<file path="src/rtl/core/ohlcv_pkg.sv">
// Shared types and constants for the OHLCV bar aggregator.
// Used by ohlcv_mod_unit and trade_to_ohlcv_bar; depends on nothing.
`timescale 1ns / 1ps

package ohlcv_pkg;

    // Field widths
    localparam int TIME_W  = 44;
    localparam int END_W   = TIME_W + 1;
    localparam int ID_W    = 63;
    localparam int PX_W    = 48;
    localparam int QTY_W   = 48;
    localparam int VOL_W   = 64;
    localparam int CNT_W   = 32;
    localparam int CHUNK_W = 16;
    localparam int PP_W    = PX_W + CHUNK_W;
    localparam int PROD_W  = PX_W + QTY_W;
    localparam int FRAC_W  = 16;
    localparam int MUL_STEPS = QTY_W / CHUNK_W;

    // Stream word widths
    localparam int S_DATA_W = 208;
    localparam int M_DATA_W = 504;

    // Configuration port
    localparam int APB_ADDR_W = 4;
    localparam int APB_DATA_W = 64;
    localparam logic REG_IDX_INTERVAL = 1'b0;
    localparam logic REG_IDX_LOWEST   = 1'b1;

    localparam logic [TIME_W-1:0] INTERVAL_RESET = TIME_W'(60 * 1000);
    localparam logic [CNT_W-1:0]  COUNT_MAX      = '1;

    // Item kinds carried on tuser
    localparam logic KIND_TRADE = 1'b0;
    localparam logic KIND_FLUSH = 1'b1;

    // Sequencer states
    typedef enum logic [1:0] {
        ST_IDLE,
        ST_MOD,
        ST_START,
        ST_UPDATE
    } state_t;

    // Request to and response from the serial modulo unit
    typedef struct packed {
        logic              start;
        logic [TIME_W-1:0] dividend;
        logic [TIME_W-1:0] divisor;
    } mod_req_t;

    typedef struct packed {
        logic              done;
        logic [TIME_W-1:0] remainder;
    } mod_rsp_t;

endpackage

</file>
<file path="src/rtl/core/ohlcv_mod_unit.sv">
// Serial restoring remainder unit: one quotient bit per cycle.
// Depends on ohlcv_pkg for widths and the request/response structs.
`timescale 1ns / 1ps

module ohlcv_mod_unit (
    input  logic                aclk,
    input  logic                aresetn,
    input  ohlcv_pkg::mod_req_t req,
    output ohlcv_pkg::mod_rsp_t rsp
);

    localparam int CW = $clog2(ohlcv_pkg::TIME_W + 1);

    logic [ohlcv_pkg::TIME_W-1:0] dvd_reg;
    logic [ohlcv_pkg::TIME_W-1:0] div_reg;
    logic [ohlcv_pkg::TIME_W-1:0] rem_reg;
    logic [CW-1:0]                cnt_reg;
    logic                         busy_reg;
    logic                         done_reg;
    logic [ohlcv_pkg::TIME_W:0]   trial;
    logic [ohlcv_pkg::TIME_W-1:0] rem_next;

    // Shift in the next dividend bit and subtract the divisor when it fits.
    // The partial remainder always stays below the divisor, so it fits in
    // the time width.
    always_comb begin
        trial = {rem_reg, dvd_reg[ohlcv_pkg::TIME_W-1]};
        if (trial >= {1'b0, div_reg}) begin
            rem_next = ohlcv_pkg::TIME_W'(trial - {1'b0, div_reg});
        end else begin
            rem_next = trial[ohlcv_pkg::TIME_W-1:0];
        end
    end

    // Control state of the iteration.
    always_ff @(posedge aclk) begin
        if (!aresetn) begin
            busy_reg <= 1'b0;
            done_reg <= 1'b0;
            cnt_reg  <= '0;
        end else if (req.start) begin
            busy_reg <= 1'b1;
            done_reg <= 1'b0;
            cnt_reg  <= CW'(ohlcv_pkg::TIME_W);
        end else if (busy_reg) begin
            cnt_reg  <= cnt_reg - 1'b1;
            busy_reg <= (cnt_reg != CW'(1));
            done_reg <= (cnt_reg == CW'(1));
        end else begin
            done_reg <= 1'b0;
        end
    end

    // Datapath registers.
    always_ff @(posedge aclk) begin
        if (req.start) begin
            dvd_reg <= req.dividend;
            div_reg <= req.divisor;
            rem_reg <= '0;
        end else if (busy_reg) begin
            dvd_reg <= {dvd_reg[ohlcv_pkg::TIME_W-2:0], 1'b0};
            rem_reg <= rem_next;
        end
    end

    assign rsp.done      = done_reg;
    assign rsp.remainder = rem_reg;

endmodule

</file>
<file path="src/rtl/core/trade_to_ohlcv_bar.sv">
// Trade to OHLCV bar aggregator: top level with APB registers and sequencer.
// A kept trade runs the serial modulo in ohlcv_mod_unit, then flags its end,
// forms the bar start and updates the bar; the sequencer then returns to idle
// for the next word. A flush goes straight to the update; a dropped trade or
// idle flush stays idle. The update waits while an older bar is untaken.
// A finished bar shows on the master side in the cycle after its deciding step.
// Reset (aresetn low, synchronous) restores the registers and closes any bar.
`timescale 1ns / 1ps

module trade_to_ohlcv_bar (
    input  logic                                aclk,
    input  logic                                aresetn,
    // APB configuration port
    input  logic                                psel,
    input  logic                                penable,
    input  logic                                pwrite,
    input  logic [ohlcv_pkg::APB_ADDR_W-1:0]    paddr,
    input  logic [ohlcv_pkg::APB_DATA_W-1:0]    pwdata,
    output logic [ohlcv_pkg::APB_DATA_W-1:0]    prdata,
    output logic                                pready,
    // Trade input: trade_time, seq_number, trade_px, trade_qty
    input  logic                                s_tvalid,
    output logic                                s_tready,
    input  logic [ohlcv_pkg::S_DATA_W-1:0]      s_tdata,
    // Item kind: kind
    input  logic                                s_tuser,
    // Bar output: bar_open, bar_high, bar_low, bar_close, bar_volume,
    // bar_first_id, bar_last_id, bar_start_ms, bar_end_ms, bar_trades
    output logic                                m_tvalid,
    input  logic                                m_tready,
    output logic [ohlcv_pkg::M_DATA_W-1:0]      m_tdata
);

    localparam int TW = ohlcv_pkg::TIME_W;
    localparam int IW = ohlcv_pkg::ID_W;
    localparam int PW = ohlcv_pkg::PX_W;
    localparam int QW = ohlcv_pkg::QTY_W;
    localparam int VW = ohlcv_pkg::VOL_W;
    localparam int NW = ohlcv_pkg::CNT_W;
    localparam int EW = ohlcv_pkg::END_W;
    localparam int KW = ohlcv_pkg::CHUNK_W;
    localparam int MW = $clog2(ohlcv_pkg::MUL_STEPS + 2);

    // Configuration registers
    logic [TW-1:0] interval_reg;
    logic [IW-1:0] lowest_reg;
    logic [TW-1:0] iv_eff;

    // Latched input word
    logic          kind_reg;
    logic [TW-1:0] t_reg;
    logic [IW-1:0] id_reg;
    logic [PW-1:0] px_reg;
    logic [QW-1:0] qty_reg;
    logic [TW-1:0] start_reg;

    // Multiplier sequencing
    logic [MW-1:0]                 mul_cnt_reg;
    logic [ohlcv_pkg::PP_W-1:0]    pp_reg;
    logic [ohlcv_pkg::PROD_W-1:0]  acc_reg;
    logic [KW-1:0]                 qty_chunk;
    logic [ohlcv_pkg::PROD_W-1:0]  pp_shifted;
    logic [VW-1:0]                 trade_vol;
    logic [VW:0]                   vol_sum;

    // Bar in progress
    logic          active_reg;
    logic [PW-1:0] open_reg, high_reg, low_reg, close_reg;
    logic [VW-1:0] volume_reg;
    logic [IW-1:0] first_id_reg, last_id_reg;
    logic [TW-1:0] cur_start_reg;
    logic [NW-1:0] count_reg;

    // Output register
    logic                           m_valid_reg;
    logic [ohlcv_pkg::M_DATA_W-1:0] m_data_reg;
    logic [EW-1:0]                  bar_end;

    // Sequencer
    ohlcv_pkg::state_t   state_reg, state_next;
    ohlcv_pkg::mod_req_t mod_req;
    ohlcv_pkg::mod_rsp_t mod_rsp;
    logic s_accept, out_free, need_emit;
    logic load_en, emit_en, open_en, merge_en, clear_en;

    // Input word fields
    logic [TW-1:0] in_time;
    logic [IW-1:0] in_id;
    logic [PW-1:0] in_px;
    logic [QW-1:0] in_qty;

    assign in_time = s_tdata[TW-1:0];
    assign in_id   = s_tdata[TW+IW-1:TW];
    assign in_px   = s_tdata[TW+IW+PW-1:TW+IW];
    assign in_qty  = s_tdata[TW+IW+PW+QW-1:TW+IW+PW];

    assign s_accept = s_tvalid && s_tready;
    assign out_free = !m_valid_reg || m_tready;
    assign iv_eff   = (interval_reg == '0) ? TW'(1) : interval_reg;

    // APB register file: paddr[3] picks the register.
    assign pready = 1'b1;

    always_ff @(posedge aclk) begin
        if (!aresetn) begin
            interval_reg <= ohlcv_pkg::INTERVAL_RESET;
            lowest_reg   <= '0;
        end else if (psel && penable && pwrite) begin
            case (paddr[3])
                ohlcv_pkg::REG_IDX_INTERVAL: interval_reg <= pwdata[TW-1:0];
                ohlcv_pkg::REG_IDX_LOWEST:   lowest_reg   <= pwdata[IW-1:0];
                default: ;
            endcase
        end
    end

    always_comb begin
        case (paddr[3])
            ohlcv_pkg::REG_IDX_INTERVAL: prdata = {{(ohlcv_pkg::APB_DATA_W-TW){1'b0}},
                                                   interval_reg};
            ohlcv_pkg::REG_IDX_LOWEST:   prdata = {{(ohlcv_pkg::APB_DATA_W-IW){1'b0}},
                                                   lowest_reg};
            default:                     prdata = '0;
        endcase
    end

    // Serial modulo of the trade time by the interval.
    assign mod_req.start    = load_en && (s_tuser == ohlcv_pkg::KIND_TRADE);
    assign mod_req.dividend = in_time;
    assign mod_req.divisor  = iv_eff;

    ohlcv_mod_unit u_mod (
        .aclk    (aclk),
        .aresetn (aresetn),
        .req     (mod_req),
        .rsp     (mod_rsp)
    );

    // Next state.
    always_comb begin
        state_next = state_reg;
        case (state_reg)
            ohlcv_pkg::ST_IDLE: begin
                if (s_accept) begin
                    if (s_tuser == ohlcv_pkg::KIND_FLUSH) begin
                        if (active_reg) begin
                            state_next = ohlcv_pkg::ST_UPDATE;
                        end
                    end else if (in_id >= lowest_reg) begin
                        state_next = ohlcv_pkg::ST_MOD;
                    end
                end
            end
            ohlcv_pkg::ST_MOD: begin
                if (mod_rsp.done) begin
                    state_next = ohlcv_pkg::ST_START;
                end
            end
            ohlcv_pkg::ST_START: begin
                state_next = ohlcv_pkg::ST_UPDATE;
            end
            ohlcv_pkg::ST_UPDATE: begin
                if (!need_emit || out_free) begin
                    state_next = ohlcv_pkg::ST_IDLE;
                end
            end
            default: state_next = ohlcv_pkg::ST_IDLE;
        endcase
    end

    // Sequencer outputs.
    always_comb begin
        s_tready  = 1'b0;
        load_en   = 1'b0;
        emit_en   = 1'b0;
        open_en   = 1'b0;
        merge_en  = 1'b0;
        clear_en  = 1'b0;
        need_emit = (kind_reg == ohlcv_pkg::KIND_FLUSH) ||
                    (active_reg && (start_reg > cur_start_reg));
        case (state_reg)
            ohlcv_pkg::ST_IDLE: begin
                s_tready = 1'b1;
                load_en  = s_accept && (state_next != ohlcv_pkg::ST_IDLE);
            end
            ohlcv_pkg::ST_UPDATE: begin
                if (!need_emit || out_free) begin
                    emit_en  = need_emit;
                    clear_en = (kind_reg == ohlcv_pkg::KIND_FLUSH);
                    open_en  = (kind_reg == ohlcv_pkg::KIND_TRADE) &&
                               (!active_reg || (start_reg > cur_start_reg));
                    merge_en = (kind_reg == ohlcv_pkg::KIND_TRADE) && active_reg &&
                               (start_reg == cur_start_reg);
                end
            end
            default: ;
        endcase
    end

    always_ff @(posedge aclk) begin
        if (!aresetn) begin
            state_reg <= ohlcv_pkg::ST_IDLE;
        end else begin
            state_reg <= state_next;
        end
    end

    // Latch the accepted word; form the bar start once the remainder is known.
    always_ff @(posedge aclk) begin
        if (!aresetn) begin
            kind_reg <= ohlcv_pkg::KIND_TRADE;
        end else if (load_en) begin
            kind_reg <= s_tuser;
        end
    end

    always_ff @(posedge aclk) begin
        if (load_en) begin
            t_reg   <= in_time;
            id_reg  <= in_id;
            px_reg  <= in_px;
            qty_reg <= in_qty;
        end
        if (state_reg == ohlcv_pkg::ST_START) begin
            start_reg <= t_reg - mod_rsp.remainder;
        end
    end

    // Price times quantity, one 48x16 partial product per cycle while the
    // modulo runs; each product is registered before it is accumulated.
    always_comb begin
        case (mul_cnt_reg)
            MW'(0):  qty_chunk = qty_reg[KW-1:0];
            MW'(1):  qty_chunk = qty_reg[2*KW-1:KW];
            default: qty_chunk = qty_reg[3*KW-1:2*KW];
        endcase
        case (mul_cnt_reg)
            MW'(1):  pp_shifted = ohlcv_pkg::PROD_W'(pp_reg);
            MW'(2):  pp_shifted = ohlcv_pkg::PROD_W'(pp_reg) << KW;
            default: pp_shifted = ohlcv_pkg::PROD_W'(pp_reg) << (2 * KW);
        endcase
    end

    always_ff @(posedge aclk) begin
        if (!aresetn) begin
            mul_cnt_reg <= MW'(ohlcv_pkg::MUL_STEPS + 1);
        end else if (load_en) begin
            mul_cnt_reg <= '0;
        end else if (mul_cnt_reg <= MW'(ohlcv_pkg::MUL_STEPS)) begin
            mul_cnt_reg <= mul_cnt_reg + 1'b1;
        end
    end

    always_ff @(posedge aclk) begin
        if (load_en) begin
            acc_reg <= '0;
        end else if (mul_cnt_reg <= MW'(ohlcv_pkg::MUL_STEPS)) begin
            if (mul_cnt_reg < MW'(ohlcv_pkg::MUL_STEPS)) begin
                pp_reg <= px_reg * qty_chunk;
            end
            if (mul_cnt_reg != '0) begin
                acc_reg <= acc_reg + pp_shifted;
            end
        end
    end

    // Drop the fraction bits and saturate at the 64-bit maximum.
    assign trade_vol = (acc_reg[ohlcv_pkg::PROD_W-1:VW+ohlcv_pkg::FRAC_W] != '0) ?
                       '1 : acc_reg[VW+ohlcv_pkg::FRAC_W-1:ohlcv_pkg::FRAC_W];
    assign vol_sum   = {1'b0, volume_reg} + {1'b0, trade_vol};

    // Bar in progress: open, merge or close.
    always_ff @(posedge aclk) begin
        if (!aresetn) begin
            active_reg <= 1'b0;
        end else if (open_en) begin
            active_reg <= 1'b1;
        end else if (clear_en) begin
            active_reg <= 1'b0;
        end
    end

    always_ff @(posedge aclk) begin
        if (open_en) begin
            open_reg      <= px_reg;
            high_reg      <= px_reg;
            low_reg       <= px_reg;
            close_reg     <= px_reg;
            volume_reg    <= trade_vol;
            first_id_reg  <= id_reg;
            last_id_reg   <= id_reg;
            cur_start_reg <= start_reg;
            count_reg     <= NW'(1);
        end else if (merge_en) begin
            if (px_reg > high_reg) begin
                high_reg <= px_reg;
            end
            if (px_reg < low_reg) begin
                low_reg <= px_reg;
            end
            close_reg   <= px_reg;
            volume_reg  <= vol_sum[VW] ? '1 : vol_sum[VW-1:0];
            last_id_reg <= id_reg;
            if (count_reg != ohlcv_pkg::COUNT_MAX) begin
                count_reg <= count_reg + 1'b1;
            end
        end
    end

    // Output register: loaded with the finished bar, held until taken.
    assign bar_end = {1'b0, cur_start_reg} + {1'b0, iv_eff};

    always_ff @(posedge aclk) begin
        if (!aresetn) begin
            m_valid_reg <= 1'b0;
        end else if (emit_en) begin
            m_valid_reg <= 1'b1;
        end else if (m_tready) begin
            m_valid_reg <= 1'b0;
        end
    end

    always_ff @(posedge aclk) begin
        if (emit_en) begin
            m_data_reg <= {1'b0, count_reg, bar_end, cur_start_reg, last_id_reg,
                           first_id_reg, volume_reg, close_reg, low_reg,
                           high_reg, open_reg};
        end
    end

    assign m_tvalid = m_valid_reg;
    assign m_tdata  = m_data_reg;

endmodule
</file>
<file path="config.mk">
export PLATFORM = sky130hd
export DESIGN_NAME = trade_to_ohlcv_bar
export DESIGN_NICKNAME = d
export VERILOG_FILES = /design/src/rtl/core/ohlcv_pkg.sv /design/src/rtl/core/ohlcv_mod_unit.sv /design/src/rtl/core/trade_to_ohlcv_bar.sv
export SDC_FILE = /design/constraint.sdc
export NUM_CORES = 2
export LEC_CHECK = 0
export ABC_AREA = 0
export BUFFER_PORTS_ARGS = -buffer_cell sky130_fd_sc_hd__buf_4
export CAP_MARGIN = 10
export CELL_PAD_IN_SITES_DETAIL_PLACEMENT = 0
export CELL_PAD_IN_SITES_GLOBAL_PLACEMENT = 1
export CORE_MARGIN = 2
export CORE_UTILIZATION = 49
export DETAILED_ROUTE_END_ITERATION = 8
export PLACE_DENSITY = 0.92
export SLEW_MARGIN = 40
export SYNTH_ARGS = -nofsm -noshare
export SYNTH_HDL_FRONTEND = slang
export SYNTH_SLANG_ARGS = --single-unit
</file>
<file path="constraint.sdc">
create_clock -name aclk -period 40.2 [get_ports aclk]
set_input_delay 4.02 -clock aclk [delete_from_list [all_inputs] [get_ports aclk]]
set_output_delay 4.02 -clock aclk [all_outputs]
set_load 0.005 [all_outputs]
</file>
### After elaboration in Yosys (flattened, before gate mapping)

Cells that the tools add are included.

* bits in registers: 1623
* output and inout port bits: 571

* equality and inequality tests: 9
* mux-type cells: 48
* add/sub/neg operators: 8
* multipliers: 1
* reductions and logical operators: 39
* order comparisons: 7
* bitwise gates (word level): 6

Operators by type and width (number)
* 48-bit two-way mux: 8
* 64-bit two-way mux: 4
* 96-bit case mux with 2 select lines: 1
* 44-bit two-way mux: 4
* 64-bit case mux with 2 select lines: 1
* 63-bit two-way mux: 2
* 96-bit adder: 1
* 44-bit subtractor: 2
* 64-bit by 64-bit adder with 65-bit output: 1
* 48-bit by 16-bit multiplier with 64-bit output: 1
* 63-bit >= comparator: 1
* 48-bit greater-than comparator: 1
* 48-bit less-than comparator: 1
* 44-bit by 44-bit adder with 45-bit output: 1
* 45-bit by 44-bit >= comparator with 1-bit output: 1
* 44-bit == test: 1
* 44-bit greater-than comparator: 1
* 44-bit logical NOT: 1
* 32-bit by 1-bit adder with 32-bit output, second input constant: 1
* 32-bit != test, second input constant: 1
* 16-bit case mux with 2 select lines: 1
* 1-bit two-way mux: 16
* 16-bit nonzero test: 1
* 2-bit nonzero test: 8
* 25 further kinds: 57

### Longest topological paths before layout

* depth in word-level cells: 12
* mapped depth: 37
* gate-level depth less buffers: 33

### Hierarchy

Synthesis repeated with hierarchy kept, for this count alone.

* cell total of the unflattened synthesis: 9261
* area total of the unflattened synthesis: 100039.7 µm²

Modules (own cells, without submodules)
* trade_to_ohlcv_bar: cells an instance 8413, instances 1, seq. area each 42100.4 µm², area an instance 91755.5 µm²
* ohlcv_mod_unit: cells an instance 848, instances 1, seq. area each 3683.5 µm², area an instance 8284.2 µm²

### Least setup slack after synthesis

Ideal clock, no wire load.

* path kind: input to register
* start: input m_tready
* end: register m_data_reg, in the netlist m_tdata[0] (enable)
* buffers on the path: 0
* setup time: 1.540 ns
* slack: 10.299 ns
* arrival time: 28.362 ns
* stages: 3
* path through: nand2b_1 nand3_1 a21oi_1

* cells in the longest elaborated chain, start to end: 4

Ends and longest elaborated chain
* start, declared: line trade_to_ohlcv_bar.sv:30 `input logic m_tready,`
* 1-bit logical OR: line trade_to_ohlcv_bar.sv:98 `assign out_free = !m_valid_reg || m_tready;`
* 1-bit logical OR: line trade_to_ohlcv_bar.sv:187 `if (!need_emit || out_free) begin`
* 1-bit two-way mux: line trade_to_ohlcv_bar.sv:187
* 1-bit two-way mux: line trade_to_ohlcv_bar.sv:181 `case (state_reg)`
* named net emit_en: line trade_to_ohlcv_bar.sv:84 `logic load_en, emit_en, open_en, merge_en, clear_en;`
* end signal, assigned: line trade_to_ohlcv_bar.sv:325 `m_data_reg <= {1'b0, count_reg, bar_end, cur_start_reg, last_id_reg,`
* end, declared: line trade_to_ohlcv_bar.sv:76 `logic [ohlcv_pkg::M_DATA_W-1:0] m_data_reg;`

The timed path passes the listed nets, and every way through them passes these cells.
A chain may end at the register's enable or synchronous reset.

### Worst setup path after layout

* start: register mul_cnt_reg[1]
* end: register pp_reg[57] (netlist bit), data pin

* cells in the longest elaborated chain, start to end: 3

Ends and longest elaborated chain
* start, declared: line trade_to_ohlcv_bar.sv:58 `logic [MW-1:0] mul_cnt_reg;`
* start signal, assigned: line trade_to_ohlcv_bar.sv:246 `mul_cnt_reg <= MW'(ohlcv_pkg::MUL_STEPS + 1);`
* start signal, assigned: line trade_to_ohlcv_bar.sv:250 `mul_cnt_reg <= mul_cnt_reg + 1'b1;`
* 3-bit by 1-bit == test with 1-bit output / 3-bit logical NOT (equally long branches): line trade_to_ohlcv_bar.sv:232 `case (mul_cnt_reg)`
* 16-bit case mux with 2 select lines *: line trade_to_ohlcv_bar.sv:232
* 48-bit by 16-bit multiplier with 64-bit output *: line trade_to_ohlcv_bar.sv:259 `pp_reg <= px_reg * qty_chunk;`
* end signal, assigned: line trade_to_ohlcv_bar.sv:259
* end, declared: line trade_to_ohlcv_bar.sv:59 `logic [ohlcv_pkg::PP_W-1:0] pp_reg;`

Every way passes the cells marked *; elsewhere a longest branch is shown, timed or not.

==> flow_summary_export.csv <==
group,metric,value,unit
outcome,run_status,"finished clean",
floorplanning,effective_utilization_at_floorplan,49.3,%
worst_setup_path,critical_path.startpoint_type,"flop",
clocking,clk_pin_slew_worst_paths,0.06,ns
clocking,clk-insertion-delay-late,0.88,ns
detailed_routing,viasPerCell,5.72,
clocking,max-clock-path-buffers,3,
timing,setup_violating_endpoint_count_in_the_final_report,0,
worst_setup_path,cp_slowest_cell,"sky130_fd_sc_hd__a311oi_1",
hold_path,path_type_of_the_worst_min_delay_path,"reg -> reg",
synth,syn_area,0.0996,mm2
synth,count_of_flip_flops_with_a_built_in_enable_after_synthesis,1328,
floorplanning,dieHeight,455,um
global_route,pin_count_of_the_biggest_net_entering_global_routing,116,
worst_setup_path,critical_path_peak_fanout,48,
worst_setup_path,critPathRequiredTime,40.73,ns
detailed_routing,wl,293000,um
layout,mostFrequentLayoutCells,"1328 x sky130_fd_sc_hd__edfxtp_1, 1118 x sky130_fd_sc_hd__nand2_1, 1091 x sky130_fd_sc_hd__inv_1",
worst_setup_path,r2r_end,"pp_reg[57]",
placement,instance_area_after_placement,0.109,mm2
worst_setup_path,cpLargestDelayFamily,"adder cells",
synth,synth.yosys.warnings,0,
clocking,clockRootBuffer,"sky130_fd_sc_hd__clkbuf_16",
hold_path,worst_min_delay_path_startpoint,"close_reg[39]",
worst_setup_path,worst_setup_slack_for_register_to_register_paths,29.87,ns
placement,finalWeightedCongestion,0.951,
floorplanning,boundaryPins,855,
hold_path,hold_end,"m_tdata[183]",
synth,register_bit_count_reported_by_yosys,1623,
timing,hold_viol,0,
clocking,cts_inserted_buffers,172,
global_route,grt_pass1_vias,72300,
timing,finalWorstPathRequiredPeriod,10.33,ns
synth,dominant_register_cell_in_the_synthesized_netlist,"sky130_fd_sc_hd__edfxtp_1",
layout,drive_gt1_share,14.6,%
floorplanning,fp.dieW,455,um
synth,synth_seq_area_share,46.0,%
layout,final_common_cell,"sky130_fd_sc_hd__edfxtp_1",
floorplanning,die_area,0.207,mm2
flow_run,max_cap_viol_count,0,
timing,post-route-period-util,25.7,%
detailed_routing,route.antenna.remaining_nets,0,
timing,timing.max_slew.rel_slack,43.5,%
clocking,post_cts_resized,0,
detailed_routing,dr_total_vias,72300,
clocking,number_of_buffers_inserted_by_hold_repair_at_cts,0,
timing,slew_violations,0,
worst_setup_path,critPathArrivalTime,10.86,ns
worst_setup_path,critical_path_class,"reg -> reg",
layout,final_cell_area,0.115,mm2
detailed_routing,first_pass_iters,6,
timing,setup_repair_after_global_routing_missed_its_margin,"false",
clocking,ctsHtreeMaxLevel,4,
worst_setup_path,ff2ff_path_depth,32,
worst_setup_path,critical_path.reg2reg.startpoint,"mul_cnt_reg[1]",
worst_setup_path,path_buf_inv,6,
layout,area_grow_syn2layout,15.4,%
synth,syn_inst,9066,
synth,synthArstFlopShare,0,%
worst_setup_path,cp-end-kind,"flop",
layout,fillerInstances,16500,
global_route,grt_remaining_overflow,0,
timing,fin_worst_skew,0.0917,ns
layout,nNetsFinal,11400,
clocking,cts_tree,"yes",
placement,dp_slack,30.22,ns
floorplanning,core-area,0.202,mm2
placement,numPortBuffers,842,
worst_setup_path,crit_path_max_incr_delay,0.75,ns
placement,detailedPlacementHpwl,219000,um
global_route,gr-usage-all-layers,27.9,%
timing,final.hold.worst_slack,0.347,ns
detailed_routing,remaining_drc_errors,0,
layout,largest_register_ffs,503,
timing,maxClockFrequency,96.8,MHz
detailed_routing,drt-initial-drc-count,6890,
clocking,clkSinkCount,1623,
synth,synth_area_per_cell,11.0,um2
global_route,grt_antenna_before_repair,38,
timing,totalNegativeSetupSlack,0,ns
floorplanning,core.rowCount,165,
detailed_routing,route.detailed.wl_per_inst,23.2,um
timing,tightestPinTransition,0.827,ns
clocking,cts.repair_timing.setup_buffer_count,0,
worst_setup_path,path_common_cell,"sky130_fd_sc_hd__fa_1",
synth,synth_cell_types,99,
timing,post-route-worst-setup-slack,29.87,ns
global_route,wire_length_of_the_first_global_routing_pass,438000,um
hold_path,worst_hold_path.num_cells,0,
## worst register-to-register path, delay by kind of cell (launching register included)
kind / cells / cell delay, ns
DFF: 1 / 0.53
adders and majority gates: 8 / 3.89
xor gates and xnor gates: 1 / 0.12
AOI/OAI and AO/OA: 8 / 2.20
buffers and inverters: 6 / 1.14
and+or+nand+nor: 9 / 2.14
## through the flow
step | cells | util (%)
after global placement | 12300 | 53.8
after detailed placement | 12300 | 53.9
final | 12600 | 56.9
after CTS | 12600 | 56.8
after global routing | 12600 | 56.9
after floorplan | 9067 | -
## synthesized netlist by cell type (74+ instances only)
library cell	instances	share of area (%)
sky130_fd_sc_hd__a211oi_1	74	0.56
sky130_fd_sc_hd__or2_2	76	0.48
sky130_fd_sc_hd__nand2_1	1120	4.2
sky130_fd_sc_hd__ha_1	635	8.0
sky130_fd_sc_hd__nand4_1	115	0.72
sky130_fd_sc_hd__nand3_1	107	0.54
sky130_fd_sc_hd__xnor2_1	218	1.9
sky130_fd_sc_hd__inv_1	1091	4.1
sky130_fd_sc_hd__edfxtp_1	1328	40
sky130_fd_sc_hd__nand2b_1	74	0.46
sky130_fd_sc_hd__clkbuf_1	379	1.4
sky130_fd_sc_hd__mux2_2	87	0.98
sky130_fd_sc_hd__o21ai_0	198	0.99
sky130_fd_sc_hd__and2_1	291	1.8
sky130_fd_sc_hd__a21boi_0	115	0.87
sky130_fd_sc_hd__xor2_1	122	1.1
sky130_fd_sc_hd__nor2b_1	79	0.50
sky130_fd_sc_hd__a21oi_1	517	2.6
sky130_fd_sc_hd__dfxtp_1	295	5.9
sky130_fd_sc_hd__fa_1	647	13
sky130_fd_sc_hd__a21o_1	280	2.1
sky130_fd_sc_hd__nor2_1	379	1.4
sky130_fd_sc_hd__nor3_1	91	0.46
## logic make-up after synthesis
kind of cell             share of synthesized area (%)
AND/OR/NAND/NOR                                   11.8
flip-flops                                        46.0
other                                          0.00754
AO/OA/AOI/OAI                                     11.5
adder cells (fa/ha/maj)                           21.0
XOR/XNOR                                          2.99
multiplexers                                      1.03
buffers and inverters                             5.72
## how the worst max path moves through the flow
stage                               from         end  slack (ns)  depth (start not counted)
final                     mul_cnt_reg[1]  pp_reg[57]       29.87                         32
after global routing      mul_cnt_reg[1]  pp_reg[61]       29.39                         32
after CTS                 mul_cnt_reg[1]  pp_reg[57]       30.10                         32
after detailed placement  mul_cnt_reg[1]  pp_reg[57]       30.22                         32
after global placement    mul_cnt_reg[1]  pp_reg[57]       29.97                         32
after floorplan                 m_tready  m_tdata[0]       10.30                          3
## final cells by class
type                            count  area (um2)  area share, %
Multi-Input combinational cell   5935       48300           42.0
Inverter                         1093        4110           3.57
Tap cell                         2672        3340           2.91
Clock buffer                      217        4540           3.95
Clock inverter                    103        1510           1.31
Timing Repair Buffer              964        7370           6.41
Antenna cell                       25        62.6         0.0544
Sequential cell                  1623       45800           39.8
## per-layer routing
metal	share of wire, %	wire length (um)	GRT usage (%)	vias up
met5	0.075	221	0.437	-
met4	4.4	12900	11.4	16
met3	9.3	27200	6.58	622
met2	46	134000	43.5	3285
met1	41	119000	37.4	35800
li1	-	-	-	32600
Power is left out: the tool's default activity adds up to more than one toggle a clock period on the data nets, which glitch-free logic cannot reach.
